### config.mk
export PLATFORM = sky130hd
export DESIGN_NAME = text_to_integer_parser_unit
export DESIGN_NICKNAME = d
export VERILOG_FILES = /design/src/hw/rtl/tipu_pkg.sv /design/src/hw/rtl/tipu_front.sv /design/src/hw/rtl/tipu_queue.sv /design/src/hw/rtl/tipu_back.sv /design/src/hw/rtl/text_to_integer_parser_unit.sv
export VERILOG_INCLUDE_DIRS = /design/src /design/src/hw/rtl
export SDC_FILE = /design/constraint.sdc
export NUM_CORES = 1
export LEC_CHECK = 0
export ABC_AREA = 1
export BUFFER_PORTS_ARGS = -buffer_cell sky130_fd_sc_hd__buf_2
export CAP_MARGIN = 15
export CORE_ASPECT_RATIO = 0.7
export CORE_MARGIN = 4
export CORE_UTILIZATION = 30
export CTS_CLUSTER_SIZE = 40
export DETAILED_ROUTE_END_ITERATION = 10
export PLACE_DENSITY = 0.42
export SLEW_MARGIN = 20
export SYNTH_ARGS = -nofsm -noshare
export SYNTH_HDL_FRONTEND = slang
export SYNTH_SLANG_ARGS = --single-unit
### constraint.sdc
create_clock -name i_clk -period 5.1 [get_ports i_clk]
set_input_delay 0.51 -clock i_clk [delete_from_list [all_inputs] [get_ports i_clk]]
set_output_delay 0.51 -clock i_clk [all_outputs]
set_load 0.05 [all_outputs]
### src/hw/rtl/text_to_integer_parser_unit_macros.svh
// assertion macros shared by the parser modules
`ifndef TEXT_TO_INTEGER_PARSER_UNIT_MACROS_SVH
`define TEXT_TO_INTEGER_PARSER_UNIT_MACROS_SVH

// same-cycle implication, checked outside reset
`define TIPU_ASSERT_NOW(label, ante, cons, msg) \
    label: assert property (@(posedge i_clk) disable iff (!i_rst_n) (ante) |-> (cons)) \
        else $error(msg);

// next-cycle implication, checked outside reset
`define TIPU_ASSERT_NEXT(label, ante, cons, msg) \
    label: assert property (@(posedge i_clk) disable iff (!i_rst_n) (ante) |=> (cons)) \
        else $error(msg);

`endif

### src/hw/rtl/tipu_pkg.sv
// shared types, codes and constants of the text to integer parser
package tipu_pkg;

    localparam int VALUE_BYTES     = 8;
    localparam int VALUE_W         = VALUE_BYTES * 8;
    localparam int HEX_DIGITS_MAX  = VALUE_BYTES * 2;
    localparam int DEC_MAX_SIGNED  = 19;
    localparam int DEC_MAX_UNSIGN  = 20;
    localparam int DCNT_W          = 5;
    localparam int LEN_W           = 6;
    localparam int QUEUE_DEPTH_DEF = 4;
    localparam int CHAR_W          = 8;
    localparam int STATUS_W        = 3;

    // configuration register indexes
    localparam int REG_SIGNED_MODE = 0;

    // ascii codes
    localparam logic [7:0] CH_MINUS = 8'h2D;
    localparam logic [7:0] CH_DOT   = 8'h2E;
    localparam logic [7:0] CH_0     = 8'h30;
    localparam logic [7:0] CH_1     = 8'h31;
    localparam logic [7:0] CH_9     = 8'h39;
    localparam logic [7:0] CH_UA    = 8'h41;
    localparam logic [7:0] CH_UZ    = 8'h5A;
    localparam logic [7:0] CH_UX    = 8'h58;
    localparam logic [7:0] CH_LA    = 8'h61;
    localparam logic [7:0] CH_LF    = 8'h66;
    localparam logic [7:0] CH_LX    = 8'h78;
    localparam logic [7:0] CASE_OFS = 8'h20;

    // keyword spellings, lower case
    localparam logic [7:0] WORD_TRUE  [4] = '{8'h74, 8'h72, 8'h75, 8'h65};
    localparam logic [7:0] WORD_FALSE [5] = '{8'h66, 8'h61, 8'h6C, 8'h73, 8'h65};

    typedef enum logic [STATUS_W-1:0] {
        ST_OK       = 3'd0,
        ST_EMPTY    = 3'd1,
        ST_INVALID  = 3'd2,
        ST_LONG     = 3'd3,
        ST_OVERFLOW = 3'd4,
        ST_FRACTION = 3'd5
    } t_status;

    typedef enum logic [1:0] {
        PATH_UNDECIDED = 2'd0,
        PATH_DECIMAL   = 2'd1,
        PATH_HEX       = 2'd2
    } t_path;

    // classified character item passed from front to back
    typedef struct packed {
        logic       has_char;
        logic       last;
        logic       is_dec;
        logic       is_hex;
        logic [3:0] dig;
        logic       is_minus;
        logic       is_dot;
        logic       is_zero;
        logic       is_one;
        logic       is_x;
        logic [3:0] kw_t;
        logic [4:0] kw_f;
    } t_item;

endpackage

### src/hw/rtl/tipu_front.sv
// front end: takes character items, classifies them, registers them
module tipu_front (
    input  logic            i_clk,
    input  logic            i_rst_n,
    input  logic            i_valid,
    output logic            o_ready,
    input  logic [7:0]      i_char,
    input  logic            i_has_char,
    input  logic            i_last,
    output logic            o_valid,
    input  logic            i_ready,
    output tipu_pkg::t_item o_item
);
    import tipu_pkg::*;

    logic       r_valid;
    t_item      r_item;
    t_item      n_item;
    logic [7:0] low;
    logic       keep;

    // character classification
    always_comb begin
        low = ((i_char >= CH_UA) && (i_char <= CH_UZ)) ? (i_char + CASE_OFS) : i_char;
        n_item.has_char = i_has_char;
        n_item.last     = i_last;
        n_item.is_dec   = (i_char >= CH_0) && (i_char <= CH_9);
        n_item.is_hex   = n_item.is_dec || ((low >= CH_LA) && (low <= CH_LF));
        n_item.dig      = n_item.is_dec ? 4'(i_char - CH_0) : 4'(low - CH_LA + 8'd10);
        n_item.is_minus = (i_char == CH_MINUS);
        n_item.is_dot   = (i_char == CH_DOT);
        n_item.is_zero  = (i_char == CH_0);
        n_item.is_one   = (i_char == CH_1);
        n_item.is_x     = (i_char == CH_LX) || (i_char == CH_UX);
        for (int k = 0; k < 4; k++) begin
            n_item.kw_t[k] = (low == WORD_TRUE[k]);
        end
        for (int k = 0; k < 5; k++) begin
            n_item.kw_f[k] = (low == WORD_FALSE[k]);
        end
    end

    // items with neither character nor end mark are dropped
    assign keep    = i_has_char || i_last;
    assign o_ready = !r_valid || i_ready;
    assign o_valid = r_valid;
    assign o_item  = r_item;

    // item register, valid flag
    always_ff @(posedge i_clk) begin
        if (!i_rst_n) begin
            r_valid <= 1'b0;
        end else if (i_valid && o_ready && keep) begin
            r_valid <= 1'b1;
        end else if (i_ready) begin
            r_valid <= 1'b0;
        end
    end

    // item register, payload
    always_ff @(posedge i_clk) begin
        if (i_valid && o_ready) begin
            r_item <= n_item;
        end
    end

endmodule

### src/hw/rtl/tipu_queue.sv
// short item queue between front and back
`include "text_to_integer_parser_unit_macros.svh"

module tipu_queue #(
    parameter int DEPTH = tipu_pkg::QUEUE_DEPTH_DEF
) (
    input  logic            i_clk,
    input  logic            i_rst_n,
    input  logic            i_valid,
    output logic            o_ready,
    input  tipu_pkg::t_item i_item,
    output logic            o_valid,
    input  logic            i_ready,
    output tipu_pkg::t_item o_item
);
    import tipu_pkg::*;

    localparam int PTR_W = (DEPTH > 1) ? $clog2(DEPTH) : 1;
    localparam int CNT_W = $clog2(DEPTH + 1);

    t_item            r_mem [DEPTH];
    logic [PTR_W-1:0] r_wr_ptr;
    logic [PTR_W-1:0] r_rd_ptr;
    logic [CNT_W-1:0] r_count;
    logic             push;
    logic             pop;

    assign o_ready = (r_count != CNT_W'(DEPTH));
    assign o_valid = (r_count != '0);
    assign o_item  = r_mem[r_rd_ptr];
    assign push    = i_valid && o_ready;
    assign pop     = o_valid && i_ready;

    // pointers and fill count
    always_ff @(posedge i_clk) begin
        if (!i_rst_n) begin
            r_wr_ptr <= '0;
            r_rd_ptr <= '0;
            r_count  <= '0;
        end else begin
            if (push) begin
                r_wr_ptr <= (r_wr_ptr == PTR_W'(DEPTH - 1)) ? '0 : r_wr_ptr + 1'b1;
            end
            if (pop) begin
                r_rd_ptr <= (r_rd_ptr == PTR_W'(DEPTH - 1)) ? '0 : r_rd_ptr + 1'b1;
            end
            if (push && !pop) begin
                r_count <= r_count + 1'b1;
            end else if (pop && !push) begin
                r_count <= r_count - 1'b1;
            end
        end
    end

    // entry storage
    always_ff @(posedge i_clk) begin
        if (push) begin
            r_mem[r_wr_ptr] <= i_item;
        end
    end

    `TIPU_ASSERT_NOW(a_count_bound, 1'b1, r_count <= CNT_W'(DEPTH), "queue count above depth")
    `TIPU_ASSERT_NOW(a_empty_ptrs, r_count == '0, r_wr_ptr == r_rd_ptr, "empty queue with apart pointers")
    `TIPU_ASSERT_NEXT(a_push_count, push && !pop, r_count == $past(r_count) + 1'b1, "count missed a push")

endmodule

### src/hw/rtl/tipu_back.sv
// back end: accumulates digits, tracks keywords and errors, forms results
`include "text_to_integer_parser_unit_macros.svh"

module tipu_back (
    input  logic                         i_clk,
    input  logic                         i_rst_n,
    input  logic                         i_mode,
    input  logic                         i_q_valid,
    output logic                         o_q_ready,
    input  tipu_pkg::t_item              i_q_item,
    output logic                         o_m_valid,
    input  logic                         i_m_ready,
    output logic [tipu_pkg::VALUE_W-1:0] o_m_value,
    output logic [tipu_pkg::STATUS_W-1:0] o_m_status
);
    import tipu_pkg::*;

    localparam logic [1:0] KW_BOTH = 2'b11;

    typedef struct packed {
        logic [VALUE_W-1:0] acc;
        logic               ovf;
        logic [DCNT_W-1:0]  dcnt;
        logic [LEN_W-1:0]   len;
        logic               neg;
        t_path              path;
        t_status            err;
        logic [1:0]         kw;
        logic               c0_one;
    } t_snap;

    // token state
    logic [VALUE_W-1:0] r_acc;
    logic               r_ovf;
    logic [DCNT_W-1:0]  r_dcnt;
    logic [LEN_W-1:0]   r_len;
    logic               r_neg;
    t_path              r_path;
    t_status            r_err;
    logic [1:0]         r_kw;
    logic               r_c0_zero;
    logic               r_c0_one;
    logic               r_c1_x;

    // next values
    logic [VALUE_W-1:0] n_acc;
    logic               n_ovf;
    logic [DCNT_W-1:0]  n_dcnt;
    logic [LEN_W-1:0]   n_len;
    logic               n_neg;
    t_path              n_path;
    t_status            n_err;
    logic [1:0]         n_kw;
    logic               n_c0_zero;
    logic               n_c0_one;
    logic               n_c1_x;

    logic               go_hex;
    logic [VALUE_W+3:0] wide;
    logic [7:0]         kw_f8;
    logic               q_pop;

    // finish stage and output register
    logic               r_snap_valid;
    t_snap              r_snap;
    t_snap              n_snap;
    logic               r_out_valid;
    logic [VALUE_W-1:0] r_out_val;
    t_status            r_out_st;
    logic [VALUE_W-1:0] res_val;
    t_status            res_st;
    logic               out_free;
    logic               snap_free;
    logic               big;

    assign out_free  = !r_out_valid || i_m_ready;
    assign snap_free = !r_snap_valid || out_free;
    assign o_q_ready = !i_q_item.last || snap_free;
    assign q_pop     = i_q_valid && o_q_ready;

    // per-character update of the token state
    always_comb begin
        go_hex    = i_q_item.has_char && (r_len == LEN_W'(2)) && r_c0_zero && r_c1_x;
        n_acc     = go_hex ? '0 : r_acc;
        n_ovf     = go_hex ? 1'b0 : r_ovf;
        n_dcnt    = go_hex ? '0 : r_dcnt;
        n_neg     = go_hex ? 1'b0 : r_neg;
        n_err     = go_hex ? ST_OK : r_err;
        n_path    = r_path;
        n_kw      = r_kw;
        n_c0_zero = r_c0_zero;
        n_c0_one  = r_c0_one;
        n_c1_x    = r_c1_x;
        n_len     = r_len;
        kw_f8     = {3'b000, i_q_item.kw_f};
        wide      = {1'b0, n_acc, 3'b000} + {3'b000, n_acc, 1'b0}
                    + {{VALUE_W{1'b0}}, i_q_item.dig};
        if (i_q_item.has_char) begin
            // keyword candidates
            if ((r_len >= LEN_W'(4)) || !i_q_item.kw_t[r_len[1:0]]) begin
                n_kw[0] = 1'b0;
            end
            if ((r_len >= LEN_W'(5)) || !kw_f8[r_len[2:0]]) begin
                n_kw[1] = 1'b0;
            end
            // prefix flags
            if (r_len == '0) begin
                n_c0_zero = i_q_item.is_zero;
                n_c0_one  = i_q_item.is_one;
            end
            if (r_len == LEN_W'(1)) begin
                n_c1_x = i_q_item.is_x;
            end
            // path decided at the third character
            if (r_len == LEN_W'(2)) begin
                n_path = go_hex ? PATH_HEX : PATH_DECIMAL;
            end
            if (n_path == PATH_HEX) begin
                if (i_q_item.is_hex) begin
                    n_acc = {n_acc[VALUE_W-5:0], i_q_item.dig};
                    if (n_dcnt != '1) begin
                        n_dcnt = n_dcnt + 1'b1;
                    end
                end else if (n_err == ST_OK) begin
                    n_err = ST_INVALID;
                end
            end else begin
                if ((r_len == '0) && i_mode && i_q_item.is_minus) begin
                    n_neg = 1'b1;
                end else if (i_q_item.is_dec) begin
                    n_ovf = n_ovf || (wide[VALUE_W+3:VALUE_W] != '0);
                    n_acc = wide[VALUE_W-1:0];
                    if (n_dcnt != '1) begin
                        n_dcnt = n_dcnt + 1'b1;
                    end
                end else if (n_err == ST_OK) begin
                    n_err = i_q_item.is_dot ? ST_FRACTION : ST_INVALID;
                end
            end
            if (r_len != '1) begin
                n_len = r_len + 1'b1;
            end
        end
        n_snap.acc    = n_acc;
        n_snap.ovf    = n_ovf;
        n_snap.dcnt   = n_dcnt;
        n_snap.len    = n_len;
        n_snap.neg    = n_neg;
        n_snap.path   = n_path;
        n_snap.err    = n_err;
        n_snap.kw     = n_kw;
        n_snap.c0_one = n_c0_one;
    end

    // token state registers, cleared after the closing item
    always_ff @(posedge i_clk) begin
        if (!i_rst_n) begin
            r_acc     <= '0;
            r_ovf     <= 1'b0;
            r_dcnt    <= '0;
            r_len     <= '0;
            r_neg     <= 1'b0;
            r_path    <= PATH_UNDECIDED;
            r_err     <= ST_OK;
            r_kw      <= KW_BOTH;
            r_c0_zero <= 1'b0;
            r_c0_one  <= 1'b0;
            r_c1_x    <= 1'b0;
        end else if (q_pop) begin
            if (i_q_item.last) begin
                r_acc     <= '0;
                r_ovf     <= 1'b0;
                r_dcnt    <= '0;
                r_len     <= '0;
                r_neg     <= 1'b0;
                r_path    <= PATH_UNDECIDED;
                r_err     <= ST_OK;
                r_kw      <= KW_BOTH;
                r_c0_zero <= 1'b0;
                r_c0_one  <= 1'b0;
                r_c1_x    <= 1'b0;
            end else begin
                r_acc     <= n_acc;
                r_ovf     <= n_ovf;
                r_dcnt    <= n_dcnt;
                r_len     <= n_len;
                r_neg     <= n_neg;
                r_path    <= n_path;
                r_err     <= n_err;
                r_kw      <= n_kw;
                r_c0_zero <= n_c0_zero;
                r_c0_one  <= n_c0_one;
                r_c1_x    <= n_c1_x;
            end
        end
    end

    // closed token snapshot, valid flag
    always_ff @(posedge i_clk) begin
        if (!i_rst_n) begin
            r_snap_valid <= 1'b0;
        end else if (q_pop && i_q_item.last) begin
            r_snap_valid <= 1'b1;
        end else if (out_free) begin
            r_snap_valid <= 1'b0;
        end
    end

    // closed token snapshot, payload
    always_ff @(posedge i_clk) begin
        if (q_pop && i_q_item.last) begin
            r_snap <= n_snap;
        end
    end

    // result decision in priority order
    always_comb begin
        res_val = '0;
        res_st  = ST_OK;
        big     = r_snap.neg ? (r_snap.acc[VALUE_W-1] && (r_snap.acc[VALUE_W-2:0] != '0))
                             : r_snap.acc[VALUE_W-1];
        if (r_snap.kw[0] && (r_snap.len == LEN_W'(4))) begin
            res_val = VALUE_W'(1);
        end else if (r_snap.kw[1] && (r_snap.len == LEN_W'(5))) begin
            res_val = '0;
        end else if (r_snap.len == '0) begin
            res_st = ST_EMPTY;
        end else if (r_snap.path == PATH_HEX) begin
            if (r_snap.len > LEN_W'(HEX_DIGITS_MAX + 2)) begin
                res_st = ST_LONG;
            end else if (r_snap.err != ST_OK) begin
                res_st = r_snap.err;
            end else begin
                res_val = r_snap.acc;
            end
        end else if (r_snap.err != ST_OK) begin
            res_st = r_snap.err;
        end else if (!i_mode && r_snap.neg) begin
            res_st = ST_INVALID;
        end else if (r_snap.dcnt == '0) begin
            res_st = ST_EMPTY;
        end else if (i_mode) begin
            if (r_snap.dcnt > DCNT_W'(DEC_MAX_SIGNED)) begin
                res_st = ST_LONG;
            end else if (r_snap.ovf || big) begin
                res_st = ST_OVERFLOW;
            end else begin
                res_val = r_snap.neg ? (~r_snap.acc + 1'b1) : r_snap.acc;
            end
        end else begin
            if (r_snap.dcnt > DCNT_W'(DEC_MAX_UNSIGN)) begin
                res_st = ST_LONG;
            end else if ((r_snap.dcnt == DCNT_W'(DEC_MAX_UNSIGN))
                         && (!r_snap.c0_one || !r_snap.acc[VALUE_W-1])) begin
                res_st = ST_OVERFLOW;
            end else begin
                res_val = r_snap.acc;
            end
        end
    end

    // output register, valid flag
    always_ff @(posedge i_clk) begin
        if (!i_rst_n) begin
            r_out_valid <= 1'b0;
        end else if (r_snap_valid && out_free) begin
            r_out_valid <= 1'b1;
        end else if (i_m_ready) begin
            r_out_valid <= 1'b0;
        end
    end

    // output register, payload
    always_ff @(posedge i_clk) begin
        if (r_snap_valid && out_free) begin
            r_out_val <= res_val;
            r_out_st  <= res_st;
        end
    end

    assign o_m_valid  = r_out_valid;
    assign o_m_value  = r_out_val;
    assign o_m_status = r_out_st;

    `TIPU_ASSERT_NOW(a_err_zero, r_out_valid && (r_out_st != ST_OK), r_out_val == '0, "error nonzero")
    `TIPU_ASSERT_NOW(a_hex_len, r_path == PATH_HEX, r_len >= LEN_W'(3), "early hex path")
    `TIPU_ASSERT_NEXT(a_clear_after_last, q_pop && i_q_item.last, (r_len == '0) && (r_kw == KW_BOTH), "kept")
    `TIPU_ASSERT_NEXT(a_snap_hold, r_snap_valid && !out_free, r_snap == $past(r_snap), "snapshot lost")

endmodule

### src/hw/rtl/text_to_integer_parser_unit.sv
// top level: text to integer parser with stream ports and register port
// a closing item passes the front item register, a queue entry, the snapshot and the output register
// throughput: one item per cycle unless the result side stalls, set by the single shift-add of the back end
// result register and snapshot stage let input run on while a result waits
// reset: synchronous active low, empties front, queue and back, signed_mode to 1
// no memory clearing pass after reset
module text_to_integer_parser_unit #(
    parameter int QUEUE_DEPTH = tipu_pkg::QUEUE_DEPTH_DEF
) (
    input  logic                          i_clk,
    input  logic                          i_rst_n,
    // character items
    input  logic                          s_axis_tvalid,
    output logic                          s_axis_tready,
    input  logic [7:0]                    s_axis_tdata,  // [7:0] character
    input  logic                          s_axis_tuser,  // [0] has_char
    input  logic                          s_axis_tlast,
    // result items
    output logic                          m_axis_tvalid,
    input  logic                          m_axis_tready,
    output logic [tipu_pkg::VALUE_W-1:0]  m_axis_tdata,  // [63:0] value
    output logic [tipu_pkg::STATUS_W-1:0] m_axis_tuser,  // [2:0] status
    // register port
    input  logic                          psel,
    input  logic                          penable,
    input  logic                          pwrite,
    input  logic [2:0]                    paddr,
    input  logic [31:0]                   pwdata,
    output logic [31:0]                   prdata,
    output logic                          pready
);
    import tipu_pkg::*;

    logic  r_signed_mode;
    logic  cfg_hit;
    logic  f_valid;
    logic  f_ready;
    t_item f_item;
    logic  q_valid;
    logic  q_ready;
    t_item q_item;

    // register port
    assign pready  = 1'b1;
    assign cfg_hit = (32'(paddr[2]) == 32'(REG_SIGNED_MODE));
    assign prdata  = cfg_hit ? {31'b0, r_signed_mode} : '0;

    always_ff @(posedge i_clk) begin
        if (!i_rst_n) begin
            r_signed_mode <= 1'b1;
        end else if (psel && penable && pwrite && pready && cfg_hit) begin
            r_signed_mode <= pwdata[0];
        end
    end

    tipu_front u_front (
        .i_clk      (i_clk),
        .i_rst_n    (i_rst_n),
        .i_valid    (s_axis_tvalid),
        .o_ready    (s_axis_tready),
        .i_char     (s_axis_tdata),
        .i_has_char (s_axis_tuser),
        .i_last     (s_axis_tlast),
        .o_valid    (f_valid),
        .i_ready    (f_ready),
        .o_item     (f_item)
    );

    tipu_queue #(
        .DEPTH (QUEUE_DEPTH)
    ) u_queue (
        .i_clk   (i_clk),
        .i_rst_n (i_rst_n),
        .i_valid (f_valid),
        .o_ready (f_ready),
        .i_item  (f_item),
        .o_valid (q_valid),
        .i_ready (q_ready),
        .o_item  (q_item)
    );

    tipu_back u_back (
        .i_clk      (i_clk),
        .i_rst_n    (i_rst_n),
        .i_mode     (r_signed_mode),
        .i_q_valid  (q_valid),
        .o_q_ready  (q_ready),
        .i_q_item   (q_item),
        .o_m_valid  (m_axis_tvalid),
        .i_m_ready  (m_axis_tready),
        .o_m_value  (m_axis_tdata),
        .o_m_status (m_axis_tuser)
    );

endmodule
After elaboration in Yosys (flattened, before gate mapping)
Memory sizes are Yosys's and may differ from the RTL's. A register that Yosys moved wholly into a read port is not among the register bits.
Index checks and enable logic that the tools add are counted.
{"block": "word_totals", "regBits": 272, "mem_bits_rw": 88, "inputBits": 52, "out_inout_bits": 102, "wordCells": 269, "mem_count": 1}
{"block": "op_classes", "n_addsub": 13, "magnitude_cmp": 13, "n_eq_ne": 26, "n_mux": 105, "bitwise_logic": 2, "reduce_logical": 66}
{"name": "u_queue.r_mem", "depth": 4, "width": 22, "rd": 1, "rd_ports_with_merged_regs": 1, "wr": 1, "line": "tipu_queue.sv:21", "rtl": "t_item r_mem [DEPTH];"}
{"op": "2-to-1 mux 64 bit", "count": 19}
{"op": "equality test 8 x 7 -> 1 bit, second input constant", "count": 10}
{"op": "2-to-1 mux 3 bit", "count": 23}
{"op": "adder 67 x 65 -> 68 bit", "count": 1}
{"op": "adder 68 x 4 -> 68 bit", "count": 1}
{"op": "adder 64 x 1 -> 64 bit, second input constant", "count": 1}
{"op": "inverter 64 bit", "count": 1}
{"op": "nonzero test 63 bit", "count": 1}
{"op": "2-to-1 mux 5 bit", "count": 8}
{"op": "2-to-1 mux 1 bit", "count": 37}
{"op": "equality test 8 x 6 -> 1 bit, second input constant", "count": 4}
{"op": "logical AND 1 bit", "count": 24}
{"op": "2-to-1 mux 2 bit", "count": 11}
{"op": "2-to-1 mux 6 bit", "count": 3}
{"op": "greater-or-equal comparator 8 x 7 -> 1 bit, second input constant", "count": 2}
{"op": "less-or-equal comparator 8 x 7 -> 1 bit, second input constant", "count": 2}
{"op": "nonzero test 2 bit", "count": 7}
{"op": "equality test 6 x 3 -> 1 bit, second input constant", "count": 2}
{"op": "greater-or-equal comparator 6 x 3 -> 1 bit, second input constant", "count": 2}
{"op": "logical NOT 6 bit", "count": 2}
{"op": "logical OR 1 bit", "count": 12}
{"op": "logical NOT 1 bit", "count": 11}
{"op": "greater-than comparator 5 bit, second input constant", "count": 2}
{"op": "adder 8 x 6 -> 8 bit, second input constant", "count": 1}
{"op": "31 further kinds", "count": 38}

Depth between registers and ports, before layout
Gate-level depths: netlist (run 1).
{"block": "logic_depth", "ltp_word": 14, "mapped_depth": 34, "depth_no_buf": 33}

Cells and area by module
A second synthesis (run 1) with hierarchy kept.
{"block": "hier_totals", "hier_cells": 3548, "area_unflattened_um2": 25791.0}
{"module": "tipu_back", "n_inst": 1, "cells_each": 3091, "area_per_inst_um2": 20382.0, "seq_area_each_um2": 6346.1}
{"module": "tipu_queue", "n_inst": 1, "cells_each": 283, "area_per_inst_um2": 3797.4, "seq_area_each_um2": 2822.7}
{"module": "tipu_front", "n_inst": 1, "cells_each": 129, "area_per_inst_um2": 1301.2, "seq_area_each_um2": 650.6}
{"module": "text_to_integer_parser_unit", "n_inst": 1, "cells_each": 45, "area_per_inst_um2": 310.3, "seq_area_each_um2": 20.0}

Worst setup path after synthesis (run 1)
OpenSTA, ideal clock, no wires.
{"block": "synth_timing", "path_kind": "register to register", "startpoint": "reg u_back.r_out_valid, in the netlist u_back.o_m_valid", "endpoint": "reg u_back.r_out_st[0], in the netlist u_back.o_m_status[0] (enable)", "setup_time_ns": 0.514, "t_arrival_ns": 3.834, "t_required_ns": 4.586, "path_slack_ns": 0.752, "stages_incl_launch_ff": 2, "n_path_buf": 0, "period_less_slack_ns": 4.348, "path_cell_list": "dfxtp_1 -> a21oi_1"}
{"block": "synth_between", "elab_chain_cells": 3}
{"item": "from (decl)", "line": "tipu_back.sv:67", "rtl": "logic r_out_valid;"}
{"item": "from (signal assigned)", "line": "tipu_back.sv:265", "rtl": "r_out_valid <= 1'b0;"}
{"item": "from (signal assigned)", "line": "tipu_back.sv:267", "rtl": "r_out_valid <= 1'b1;"}
{"item": "from (signal assigned)", "line": "tipu_back.sv:269", "rtl": "r_out_valid <= 1'b0;"}
{"item": "logical NOT 1 bit", "line": "tipu_back.sv:76", "rtl": "assign out_free = !r_out_valid || i_m_ready;"}
{"item": "logical OR 1 bit", "line": "tipu_back.sv:76"}
{"item": "logical AND 1 bit", "line": "tipu_back.sv:275", "rtl": "if (r_snap_valid && out_free) begin"}
{"item": "to (signal assigned)", "line": "tipu_back.sv:277", "rtl": "r_out_st <= res_st;"}
{"item": "to (decl)", "line": "tipu_back.sv:69", "rtl": "t_status r_out_st;"}
No other way between the ends.
A chain may end at the register's enable or synchronous reset.

Worst setup path in the final report (run 1)
{"block": "layout_timing", "startpoint": "reg u_back.r_len[0]", "endpoint": "reg u_back.r_ovf"}
{"block": "layout_between", "elab_chain_cells": 14, "word_cells_on_any_way": 22}
{"item": "from (decl)", "line": "tipu_back.sv:36", "rtl": "logic [LEN_W-1:0] r_len;"}
{"item": "from (signal assigned)", "line": "tipu_back.sv:186", "rtl": "r_len <= n_len;"}
{"item": "equality test 6 x 2 -> 1 bit", "line": "tipu_back.sv:83, tipu_back.sv:115"}
{"item": "logical AND 1 bit (3 in series)", "line": "tipu_back.sv:83", "rtl": "go_hex = i_q_item.has_char && (r_len == LEN_W'(2)) && r_c0_zero && r_c1_x;"}
{"item": "2-to-1 mux 64 bit", "line": "tipu_back.sv:84", "rtl": "n_acc = go_hex ? '0 : r_acc;"}
{"item": "adder 67 x 65 -> 68 bit", "line": "tipu_back.sv:96", "rtl": "wide = {1'b0, n_acc, 3'b000} + {3'b000, n_acc, 1'b0}"}
{"item": "adder 68 x 4 -> 68 bit", "line": "tipu_back.sv:97", "rtl": "+ {{VALUE_W{1'b0}}, i_q_item.dig};"}
{"item": "nonzero test 4 bit", "line": "tipu_back.sv:131", "rtl": "n_ovf = n_ovf || (wide[VALUE_W+3:VALUE_W] != '0);"}
{"item": "logical OR 1 bit", "line": "tipu_back.sv:131"}
{"item": "2-to-1 mux 1 bit", "line": "tipu_back.sv:130", "rtl": "end else if (i_q_item.is_dec) begin"}
{"item": "2-to-1 mux 1 bit", "line": "tipu_back.sv:128", "rtl": "if ((r_len == '0) && i_mode && i_q_item.is_minus) begin"}
{"item": "2-to-1 mux 1 bit", "line": "tipu_back.sv:118", "rtl": "if (n_path == PATH_HEX) begin"}
{"item": "2-to-1 mux 1 bit (*)", "line": "tipu_back.sv:98", "rtl": "if (i_q_item.has_char) begin"}
{"item": "named net u_back.n_ovf", "line": "tipu_back.sv:47", "rtl": "logic n_ovf;"}
{"item": "2-to-1 mux 1 bit (*)", "line": "tipu_back.sv:170", "rtl": "if (i_q_item.last) begin"}
{"item": "to (signal assigned)", "line": "tipu_back.sv:184", "rtl": "r_ovf <= n_ovf;"}
{"item": "to (decl)", "line": "tipu_back.sv:34", "rtl": "logic r_ovf;"}
The timed path passes the listed nets; every way through them passes the cells marked *. The select of a mux whose other input is x is not followed.

==> results of run 1 <==
## metal layers
| metal | track usage [%] | vias up |
|---|---|---|
| met3 | 2.749 | 44 |
| met2 | 29.05 | 638 |
| met5 | 0 | - |
| met1 | 32.83 | 11170 |
| li1 | - | 12020 |
| met4 | 2.793 | 0 |
## how the worst max path moves through the flow
stage | start | to | cells past startpoint
detailed placement | u_back.r_len[0]$_SDFFE_PN0P_ | u_back.r_ovf$_SDFFE_PN0P_ | 29
global route | u_back.r_len[0]$_SDFFE_PN0P_ | u_back.r_acc[57]$_SDFFE_PN0P_ | 29
floorplan | u_back.o_m_valid$_SDFFE_PN0P_ | u_back.o_m_status[0]$_SDFFCE_PP0P_ | 1
finish | u_back.r_len[0]$_SDFFE_PN0P_ | u_back.r_ovf$_SDFFE_PN0P_ | 29
global placement | u_back.r_len[0]$_SDFFE_PN0P_ | u_back.r_snap[82]$_DFFE_PP_ | 28
CTS | u_back.r_len[0]$_SDFFE_PN0P_ | u_back.r_acc[57]$_SDFFE_PN0P_ | 28
## logic make-up (layout without fill, tap and decap cells)
kind of cell / count (synthesis) / after routing
AND/OR/NAND/NOR: 1855 / 1855
buffers and inverters: 639 / 725
AO/OA/AOI/OAI: 594 / 594
flip-flops: 357 / 357
adder cells (fa/ha/maj): 150 / 150
XOR/XNOR: 42 / 42
other: 2 / 32
multiplexers: 1 / 1
## worst register-to-register path: cells and delay by family (launching register included)
kind	cells	cell delay [ns]
AND/OR/NAND/NOR	20	2.75
adder cells (fa/ha/maj)	3	0.82
AO/OA/AOI/OAI	1	0.06
buffers and inverters	5	0.56
flip-flops	1	0.31
## layout make-up
cell class | instances | area share [%]
Clock inverter | 24 | 0.7284
Tap cell | 1137 | 4.959
Timing Repair Buffer | 162 | 3.646
Multi-Input combinational cell | 2674 | 46.61
Clock buffer | 48 | 3.742
Sequential cell | 357 | 33.88
Inverter | 491 | 6.429
## power breakdown
| part | internal, mW | switching [mW] |
|---|---|---|
| Clock | 1.62 | 1.26 |
| Sequential | 4.02 | 0.541 |
| Combinational | 1.50 | 4.54 |
| Total | 7.13 | 6.34 |
## flip-flops by register name (all words and copies together) (netlist names), named ones only
name / count
r_signed_mode: 1
u_back.o_m_status: 3
u_back.o_m_valid: 1
u_back.o_m_value: 64
u_back.r_acc: 64
u_back.r_c0_one: 1
u_back.r_c0_zero: 1
u_back.r_c1_x: 1
u_back.r_dcnt: 5
u_back.r_err: 3
u_back.r_kw: 2
u_back.r_len: 6
u_back.r_neg: 1
u_back.r_ovf: 1
u_back.r_path: 2
u_back.r_snap: 85
u_back.r_snap_valid: 1
u_front.o_item: 21
u_front.o_valid: 1
u_queue.r_count: 3
u_queue.r_mem: 84
u_queue.r_rd_ptr: 2
u_queue.r_wr_ptr: 2
## layout by cell type (no fill, tap or decap), types with 42 or more instances in the layout
| cell type | n |
|---|---|
| nand2_1 | 1151 |
| ha_1 | 148 |
| inv_1 | 478 |
| clkbuf_16 | 42 |
| edfxtp_1 | 257 |
| o21ai_0 | 147 |
| buf_4 | 70 |
| nand4_1 | 49 |
| a21oi_1 | 316 |
| nand3_1 | 202 |
| buf_2 | 88 |
| dfxtp_1 | 100 |
| nor2_1 | 337 |
| nor3_1 | 44 |
## stage by stage
stage	hold WS [ns]	area, um^2	utilization [%]	power, mW	cells
after floorplan	0.4328	25660	-	8.572	3670
after global placement	0.4477	27400	32.51	10.67	4821
after detailed placement	0.4491	27400	32.51	10.66	4821
after CTS	0.07260	28690	34.03	13.60	4893
after global routing	0.07757	28690	34.03	14.42	4893
final	0.1196	28690	34.03	13.47	4893
==> impl_results.md, run 1 <==
- Area share of the leading cell type in the synthesized netlist: between 30% and 40%
- Worst IR drop on VDD: 0.2634 mV
- Number of antenna diodes: 0
- Critical Path Start Type: flip-flop
- Fraction of registers with async set/reset: 0%
- Clock sink count: 357
- I/O pin count: 154
- Row cnt: 89
- Synthesis warning total: 0
- Synth top cells by count: 1152 x nand2_1, 480 x inv_1, 341 x nor2_1, 317 x a21oi_1, 257 x edfxtp_1
- Number of cells on the worst reg-to-reg path: 29
- Gate count of the mapped netlist: around 3.6k
- Number of buffers inserted for hold repair after clock tree synthesis: 0
- Wire per inst: 19.16 um
- Total number of H-tree levels: 2
- Slack of the critical path: roughly 0.43 ns
- Max Cap Viol: 0
- Core area: about 0.084 mm^2
- NumNets Final: 3928
- Setup repair after global routing missed its margin: no
- Accumulated negative setup slack: 0 ns
- Type of destination of the critical path: flip-flop
- Adder and majority cell fraction of the synthesized area: between 7 and 8%
- Min Clock Period, post-route: 4.674 ns
- Highest Clock Rate: 213.9 MHz
- Gr ovfl total: 0
- Horizontal extent of the die: 356.8 um
- Number of vias in the routed layout: ~24k
- Post-Synthesis Cell Area: ~0.026 mm^2
- Largest cells by area after synthesis: edfxtp_1 30%, nand2_1 17%, dfxtp_1 7.8%, ha_1 7.2%, inv_1 7.1%
- Worst reg2reg path endpoint: u_back.r_ovf$_SDFFE_PN0P_
- Starting density of the core: 30.31%
- Num CTS Buffers: 40
- Number of endpoints failing setup at the final stage: 0
- Prevailing post-synth register cell: edfxtp_1
- Layout cells sized above 1: under 10%
- Library cell contributing the largest single delay on the critical path: nand2_1
- Gpl congestion: 0.9498
- Quantity of I/O buffers inserted on ports: 88
- CTS tree: done
- Register cell area after layout: 0.009719 mm^2
- Number of cells upsized or downsized after cts: 0
- Post-detailed-placement half-perimeter wirelength: 73300 um
- Netlist cell types: 60
- Critical path class: flip-flop to flip-flop
- Data arrival time of the critical path: 5.11 ns
- Main combinational cell family by area after synthesis: simple AND/OR/NAND/NOR gates
- Root buf cell: clkbuf_16
- Setup slack of the worst register-to-register path: 0.43 ns
- Cell seen most often among critical-path stages: nand2_1
- Post-synthesis sequential element count: approximately 360
- Fillcell total: 9204
- Initial DRC Count: 2370
- Number of pins with negative max-slew slack in the final report: 0
- Drt drc: 0
- Startpoint of the lowest-slack hold path: s_axis_tuser
- Average via count per standard cell: 4.879
- Buffering stage count on the worst path with inverters included: 5
- Area of the multi-input gates: 0.01337 mm^2
- Result of the run: finished clean
- Die Footprint: 0.08996 mm^2
- Wire length reported by the detailed router: between 90000 and 100000 um
- Simple logic cell fraction of the synthesized area: 29.87%
- Highest routed layer: met4
- Pleak: about 13 nW
- Post-CTS clock slew at the launch and capture registers of the worst setup and hold paths: 0.06 ns
- Global Route Usage Sum: 20.36%
- Family with the most delay on the worst path: simple AND/OR/NAND/NOR gates
- Startpoint of the most critical register-to-register path: u_back.r_len[0]$_SDFFE_PN0P_
- Worst hold path cell count: 1
- Number of hold-slack violations in the final timing report: 0
- Antenna violations before repair: 0
- Largest stage delay on the critical path: around 0.36 ns
- Number of setup buffers added after CTS: 0
- Required time of the critical path: 5.54 ns
- Met3 WL: 5513 um
- Met1 Wirelength: 49340 um
- Placement Setup Slack: approximately 0.49 ns
- Multiplexer area fraction after synthesis: 0.03918%
- Maximum number of pins on one net before global-route repair: 70
- Antenna viol nets, final: 0
- Layout overhead on the synthesized area: 12.29%
- Wire length of the first global-routing pass: 140500 um
- Worst setup skew after layout: 0.03612 ns
- Power per cell area: 469.6 mW/mm^2
- Wire length on met2: 37950 um
- Most frequent cell after synthesis: nand2_1
- Min-Delay Endpoint: u_front.o_item[21]$_DFFE_PP_
- Mean instance size in the synthesized netlist: 7.018 um^2
- Xor and xnor area share after synthesis: 1.440%
- Number of enable-type register cells in the synthesized netlist: around 260
- Path type of the worst min-delay path: input pin to flip-flop
- Final critical-path share of the clock period: 91.65%
- Vias in the first global route: between 20k and 25k
- Yosys top cell by area: edfxtp_1
- 1st-pass router iterations: 6
- Slew at the pin closest to its max-slew limit: between 1 and 1.5 ns
- Compound-cell area share of the yosys netlist: between 10% and 20%
- Number of buffers on the longest clock path: 3
- Clock latency at the later pin of the worst-skew pair: 0.59 ns
- Critical path fanouts, max: 19
- Die Y-Extent: between 200 and 300 um
- Post-synthesis sequential area ratio: 38.04%
- Slew HR: 30.57%
(Power assumes the default switching activity.)
==> inputs of run 2 (changes only) <==
--- a/config.mk
+++ b/config.mk
@@ -16,3 +16,2 @@
 export DETAILED_ROUTE_END_ITERATION = 10
-export PLACE_DENSITY = 0.42
 export SLEW_MARGIN = 20
--- a/constraint.sdc
+++ b/constraint.sdc
@@ -3,2 +3,2 @@
 set_output_delay 0.51 -clock i_clk [all_outputs]
-set_load 0.05 [all_outputs]
+set_load 0.01 [all_outputs]
==> run 2 against run 1 <==
  * Clock skew fell by 0.013 ns
  * Largest cell class unchanged
  * First-iteration DRC count rose by 19%
  * Hold slack got worse by 0.029 ns
  * Wire length fell by 12%
  * Combinational power fell by 11%
  * Power fell by 7.3%
  * Global-route usage fell by 2.9 points
==> impl_results.md, run 2 (synthesized netlist as in run 1, its figures left out) <==
- Die Y-Extent: 252.2 um (unchanged)
- Power per cell area: 440.3 mW/mm^2 (was 469.6 mW/mm^2)
- Wire length reported by the detailed router: 82250 um (was 93740 um)
- Worst setup skew after layout: 0.02275 ns (was 0.03612 ns)
- Final critical-path share of the clock period: 94.96% (was 91.65%)
- Starting density of the core: 30.31% (unchanged)
- Post-detailed-placement half-perimeter wirelength: 62980 um (was 73300 um)
- Global Route Usage Sum: 17.50% (was 20.36%)
- Post-CTS clock slew at the launch and capture registers of the worst setup and hold paths: 0.07 ns (was 0.06 ns)
- Horizontal extent of the die: 356.8 um (unchanged)
- Most used cells in the layout excluding fill and tap cells: 1150 x nand2_1, 478 x inv_1, 337 x nor2_1 (was 1151 x nand2_1, 478 x inv_1, 337 x nor2_1)
- Final non-filler cell area: 0.02835 mm^2 (was 0.02869 mm^2)
- CTS tree: done (unchanged)
- Number of hold-slack violations in the final timing report: 0 (unchanged)
- Core area: 0.08430 mm^2 (unchanged)
- Layout cells sized above 1: 7.039% (was 7.641%)
- Vias in the first global route: 20.79k (was 21.97k)
- Max reg flops: 85 (unchanged)
- Gpl congestion: 0.9742 (was 0.9498)
- Register cell area after layout: 0.009719 mm^2 (unchanged)
- Antenna viol nets, final: 0 (unchanged)
- Slew at the pin closest to its max-slew limit: 1.082 ns (was 1.032 ns)
- Quantity of I/O buffers inserted on ports: 88 (unchanged)
- Worst IR drop on VDD: 0.3987 mV (was 0.2634 mV)
- Data arrival time of the critical path: 5.37 ns (was 5.11 ns)
- Fillcell total: 9132 (was 9204)
- Result of the run: finished clean (unchanged)
- Row cnt: 89 (unchanged)
- Number of vias in the routed layout: 24.16k (was 23.87k)
- NumNets Final: 3899 (was 3928)
- Total number of H-tree levels: 1 (was 2)
- Number of cells upsized or downsized after cts: 0 (unchanged)
- Critical path class: flip-flop to flip-flop (unchanged)
- Clock latency at the later pin of the worst-skew pair: 0.62 ns (was 0.59 ns)
- Initial DRC Count: 2811 (was 2370)
- Number of buffers inserted for hold repair after clock tree synthesis: 0 (unchanged)
- Highest Clock Rate: 206.5 MHz (was 213.9 MHz)
- Critical path fanouts, max: 34 (was 19)
- Antenna violations before repair: 0 (unchanged)
- Pleak: 12.66 nW (was 12.84 nW)
- Register containing the most flip-flops in the final layout: u_back.r_snap (unchanged)
- Number of pins with negative max-slew slack in the final report: 0 (unchanged)
- Type of destination of the critical path: flip-flop (unchanged)
- Slew HR: 27.90% (was 30.57%)
- Maximum number of pins on one net before global-route repair: 88 (was 70)
- Min Clock Period, post-route: 4.843 ns (was 4.674 ns)
- Max Cap Viol: 0 (unchanged)
- Largest registers in the final layout: u_back.r_snap: 85 flops, u_queue.r_mem: 84 flops (unchanged)
- Num CTS Buffers: 31 (was 40)
- Critical Path Start Type: flip-flop (unchanged)
- Clock sink count: 357 (unchanged)
- I/O pin count: 154 (unchanged)
- Post-layout util: 33.63% (was 34.03%)
- Area of the multi-input gates: 0.01337 mm^2 (about the same)
- Required time of the critical path: 5.63 ns (was 5.54 ns)
- Root buf cell: clkbuf_16 (unchanged)
- Average via count per standard cell: 4.970 (was 4.879)
- 1st-pass router iterations: 6 (unchanged)
- Drt drc: 0 (unchanged)
- Number of setup buffers added after CTS: 0 (unchanged)
- Gr ovfl total: 0 (unchanged)
- Die Footprint: 0.08996 mm^2 (unchanged)
- Setup repair after global routing missed its margin: no (unchanged)
- Path type of the worst min-delay path: input pin to flip-flop (unchanged)
- Post-Place Cell Area: 0.02725 mm^2 (was 0.02740 mm^2)
- Wire per inst: 16.92 um (was 19.16 um)
- Layout overhead on the synthesized area: 10.97% (was 12.29%)
- Number of endpoints failing setup at the final stage: 0 (unchanged)
- Accumulated negative setup slack: 0 ns (unchanged)
- Number of buffers on the longest clock path: 3 (unchanged)
- Wire length of the first global-routing pass: 124100 um (was 140500 um)
- Most common library cell in the layout ignoring fill and taps: nand2_1 (unchanged)
==> run 2: final cells by class <==
class / instances / share of cell area [%]
Sequential cell: 357 / 34.28
Clock inverter: 19 / 0.9003
Multi-Input combinational cell: 2674 / 47.18
Timing Repair Buffer: 142 / 3.160
Inverter: 491 / 6.505
Tap cell: 1137 / 5.018
Antenna cell: 1 / 0.008827
Clock buffer: 39 / 2.948
==> run 2: worst paths after layout <==
path                            cells past startpoint  slack, ns                            end                          start
worst max-delay path                               22       0.26  u_back.r_acc[34]$_SDFFE_PN0P_   u_back.r_len[0]$_SDFFE_PN0P_
worst min-delay path                                1       0.09   u_front.o_item[21]$_DFFE_PP_                   s_axis_tuser
worst max register to register                     22       0.26  u_back.r_acc[34]$_SDFFE_PN0P_   u_back.r_len[0]$_SDFFE_PN0P_
worst min register to register                      2       0.47  u_back.r_acc[63]$_SDFFE_PN0P_  u_back.r_acc[63]$_SDFFE_PN0P_
==> run 2: power breakdown <==
group	internal, mW	total [mW]	switching (mW)	leakage [nW]
logic	1.48	5.36	3.88	8.87
registers	4.02	4.54	0.528	3.26
clock network	1.43	2.58	1.15	0.537
==> run 2: metrics by stage <==
| step | hold slack [ns] | power [mW] | worst slack [ns] | cells |
|---|---|---|---|---|
| floorplan | 0.4328 | 8.108 | 0.8017 | 3670 |
| global placement | 0.4436 | 9.794 | 0.4781 | 4800 |
| detailed placement | 0.4543 | 9.874 | 0.4397 | 4801 |
| CTS | 0.05889 | 12.46 | 0.4274 | 4859 |
| global route | 0.07117 | 13.33 | 0.02851 | 4859 |
| finish | 0.09014 | 12.48 | 0.2569 | 4860 |
==> run 2: layer usage <==
| layer | routed length [um] | track usage (%) |
|---|---|---|
| met2 | 32500 | 24.22 |
| met3 | 8505 | 4.076 |
| met5 | 0 | 0 |
| met4 | 1036 | 2.179 |
| met1 | 40210 | 27.85 |
==> run 2: worst max-delay path, stage by stage (launching register included) <==
cell and delay [ns]:
dfxtp_1 0.50, inv_1 0.16, ha_1 0.22, inv_1 0.14
nor2_8 0.07, nand3_2 0.08, nor2_4 0.06, buf_12 0.18
nor2_1 0.37, ha_1 0.31, ha_1 0.38, nand2_1 0.09
nand2_1 0.10, a21oi_1 0.23, nand2_1 0.18, a21oi_1 0.44
nand2_1 0.18, buf_4 0.19, o21ai_0 0.35, nand4_1 0.15
nand2_1 0.17, nand2_1 0.07, a21oi_1 0.12
==> inputs of run 3 (changes only) <==
- CORE_ASPECT_RATIO: 0.7 -> 0.8
- REMOVE_ABC_BUFFERS: not set -> 1
- SLEW_MARGIN: 20 -> 25
==> run 3 against run 2 <==
  * Power is 3.3% higher
  * Wire length is 4.0% higher
  * Combinational power is 2% higher
  * Hold slack better by 0.049 ns
  * Flip-flop and latch count stayed put
  * Design area is 0.41% higher
  * Largest cell class unchanged
  * Largest power group unchanged
  * Highest routed layer is now met5
==> impl_results.md, run 3 (synthesized netlist as in run 1, its figures left out) <==
- Row cnt: 95 (was 89)
- Critical path fanouts, max: 10 (was 34)
- Number of hold-slack violations in the final timing report: 0 (unchanged)
- I/O pin count: 154 (unchanged)
- Setup repair after global routing missed its margin: no (unchanged)
- Drt drc: 0 (unchanged)
- Wire length of the first global-routing pass: 130000 um (was 124100 um)
- Wire per inst: 17.63 um (was 16.92 um)
- Maximum number of pins on one net before global-route repair: 84 (was 88)
- Core area: 0.08416 mm^2 (was 0.08430 mm^2)
- Initial DRC Count: 2473 (was 2811)
- Wire length reported by the detailed router: 85570 um (was 82250 um)
- Library cell contributing the largest single delay on the critical path: nor2_1 (was dfxtp_1)
- Max Cap Viol: 0 (unchanged)
- Largest registers in the final layout: u_back.r_snap: 85 flops, u_queue.r_mem: 84 flops (unchanged)
- Max reg flops: 85 (unchanged)
- Clock sink count: 357 (unchanged)
- Root buf cell: clkbuf_16 (unchanged)
- Vias in the first global route: 21.54k (was 20.79k)
- Register containing the most flip-flops in the final layout: u_back.r_snap (unchanged)
- Gr ovfl total: 0 (unchanged)
- Horizontal extent of the die: 334.3 um (was 356.8 um)
- Largest stage delay on the critical path: 0.64 ns (was 0.50 ns)
- Startpoint of the lowest-slack hold path: s_axis_tuser (unchanged)
- Worst IR drop on VDD: 0.3733 mV (was 0.3987 mV)
- Setup slack of the worst register-to-register path: 0.35 ns (was 0.26 ns)
- Average via count per standard cell: 4.949 (was 4.970)
- Worst reg2reg path endpoint: u_back.r_ovf$_SDFFE_PN0P_ (was u_back.r_acc[34]$_SDFFE_PN0P_)
- Pleak: 12.73 nW (was 12.66 nW)
- Most common library cell in the layout ignoring fill and taps: nand2_1 (unchanged)
- Gpl congestion: 0.9611 (was 0.9742)
- Number of vias in the routed layout: 24.02k (was 24.16k)
- Data arrival time of the critical path: 5.17 ns (was 5.37 ns)
- Number of buffers on the longest clock path: 3 (unchanged)
- Starting density of the core: 30.36% (was 30.31%)
- Number of cells on the worst reg-to-reg path: 27 (was 22)
- Accumulated negative setup slack: 0 ns (unchanged)
- Min Clock Period, post-route: 4.746 ns (was 4.843 ns)
- Result of the run: finished clean (unchanged)
- Startpoint of the most critical register-to-register path: u_back.r_len[0]$_SDFFE_PN0P_ (unchanged)
- Most used cells in the layout excluding fill and tap cells: 1151 x nand2_1, 478 x inv_1, 337 x nor2_1 (was 1150 x nand2_1, 478 x inv_1, 337 x nor2_1)
- Slew HR: 31.47% (was 27.90%)
- Clock latency at the later pin of the worst-skew pair: 0.57 ns (was 0.62 ns)
- Slew at the pin closest to its max-slew limit: 1.028 ns (was 1.082 ns)
- Layout cells sized above 1: 7.145% (was 7.039%)
- NumNets Final: 3909 (was 3899)
- Buffering stage count on the worst path with inverters included: 5 (was 4)
- Num CTS Buffers: 38 (was 31)
- Total number of H-tree levels: 2 (was 1)
- Number of buffers inserted for hold repair after clock tree synthesis: 0 (unchanged)
- CTS tree: done (unchanged)
- Die Y-Extent: 269.0 um (was 252.2 um)
- Number of non-filler instances in the completed layout: 4853 (was 4860)
- Family with the most delay on the worst path: simple AND/OR/NAND/NOR gates (unchanged)
- Global Route Usage Sum: 18.36% (was 17.50%)
- Worst hold path cell count: 1 (unchanged)
- Power per cell area: 452.8 mW/mm^2 (was 440.3 mW/mm^2)
- Post-CTS clock slew at the launch and capture registers of the worst setup and hold paths: 0.06 ns (was 0.07 ns)
- Antenna viol nets, final: 0 (unchanged)
- Required time of the critical path: 5.53 ns (was 5.63 ns)
- Final critical-path share of the clock period: 93.06% (was 94.96%)
- Critical path class: flip-flop to flip-flop (unchanged)
- Post-detailed-placement half-perimeter wirelength: 66020 um (was 62980 um)
- Quantity of I/O buffers inserted on ports: 88 (unchanged)
- 1st-pass router iterations: 6 (unchanged)
- Number of endpoints failing setup at the final stage: 0 (unchanged)
- Cell seen most often among critical-path stages: nand2_1 (unchanged)
- Number of pins with negative max-slew slack in the final report: 0 (unchanged)
- Min-Delay Endpoint: u_front.o_item[21]$_DFFE_PP_ (unchanged)
- Highest Clock Rate: 210.7 MHz (was 206.5 MHz)
- Worst setup skew after layout: 0.01798 ns (was 0.02275 ns)
- Die Footprint: 0.08992 mm^2 (was 0.08996 mm^2)
- Antenna violations before repair: 8 (was 0)
- Critical Path Start Type: flip-flop (unchanged)
- Path type of the worst min-delay path: input pin to flip-flop (unchanged)
- Type of destination of the critical path: flip-flop (unchanged)
- Layout overhead on the synthesized area: 11.42% (was 10.97%)
- Number of instances in the placed design: 4779 (was 4801)
run 3: cell types whose count changed in the layout (fill, tap and decap cells not counted), moves of 2 or more:
cell | before | now
clkbuf_16 | 31 | 38
clkinv_4 | 2 | 0
buf_12 | 4 | 2
clkinv_1 | 2 | 4
bufinv_16 | 5 | 3
buf_4 | 50 | 54
clkbuf_1 | 5 | 11
run 3: power breakdown:
group	switching [mW]	total (mW)	internal (mW)	leakage (nW)
registers	0.586	4.61	4.02	3.26
clock network	1.24	2.83	1.59	0.604
logic	4.00	5.45	1.45	8.87
total	5.82	12.9	7.07	12.7
run 3: cell type report:
class                      count  area, um^2
multi-input combinational   2674       13370
inverter                     491        1844
clock buffer                  51        1020
timing repair buffer         145       890.9
clock inverter                19       226.5
fill                        9074       55690
tap                         1115        1395
sequential                   357        9719
antenna                        1       2.502
run 3: worst max-delay path by stage:
stage,from,endpoint,slack (ns),cells after the start
global route,u_back.r_len[0]$_SDFFE_PN0P_,u_back.r_acc[40]$_SDFFE_PN0P_,0.0006,29
detailed placement,u_back.r_len[0]$_SDFFE_PN0P_,u_back.r_ovf$_SDFFE_PN0P_,0.43,30
floorplan,flip-flop,u_back.r_acc[21]$_SDFFE_PN0P_,-0.51,26
global placement,u_back.r_len[0]$_SDFFE_PN0P_,u_back.r_ovf$_SDFFE_PN0P_,0.47,30
CTS,u_back.r_len[0]$_SDFFE_PN0P_,u_back.r_ovf$_SDFFE_PN0P_,0.41,30
finish,u_back.r_len[0]$_SDFFE_PN0P_,u_back.r_ovf$_SDFFE_PN0P_,0.35,27
run 3: what timing repair did:
item,in CTS,in global routing
buffers inserted,0,2
endpoints found under the setup margin,0,2
resized for setup,0,0
run 3: worst register-to-register path, delay by kind of cell (launching register included):
| kind | cells | cell delay (ns) |
|---|---|---|
| buffers and inverters | 5 | 0.70 |
| flip-flops | 1 | 0.33 |
| AND/OR/NAND/NOR | 16 | 2.18 |
| AO/OA/AOI/OAI | 3 | 0.52 |
| adder cells (fa/ha/maj) | 3 | 0.90 |
run 3: stage by stage:
stage	util, %	area (um^2)	hold WS (ns)	total power, mW	setup WS, ns
2_1_floorplan	-	24890	0.4328	7.902	-0.5118
3_3_place_gp	32.30	27180	0.4501	10.00	0.4740
3_5_place_dp	32.30	27180	0.4569	10.05	0.4348
4_1_cts	33.78	28430	0.1117	12.90	0.4055
5_1_grt	33.82	28460	0.1218	13.71	0.0006293
6_report	33.82	28460	0.1387	12.89	0.3538
run 3: layer usage:
layer	routed length, um	part of all wire, %	vias to the layer above	global-route usage (%)
met5	27	0.032	-	0
met4	1614	1.9	4	3.495
met3	6582	7.7	102	2.278
met2	35260	41	824	27.24
met1	42090	49	11100	28.53
li1	-	-	11980	-
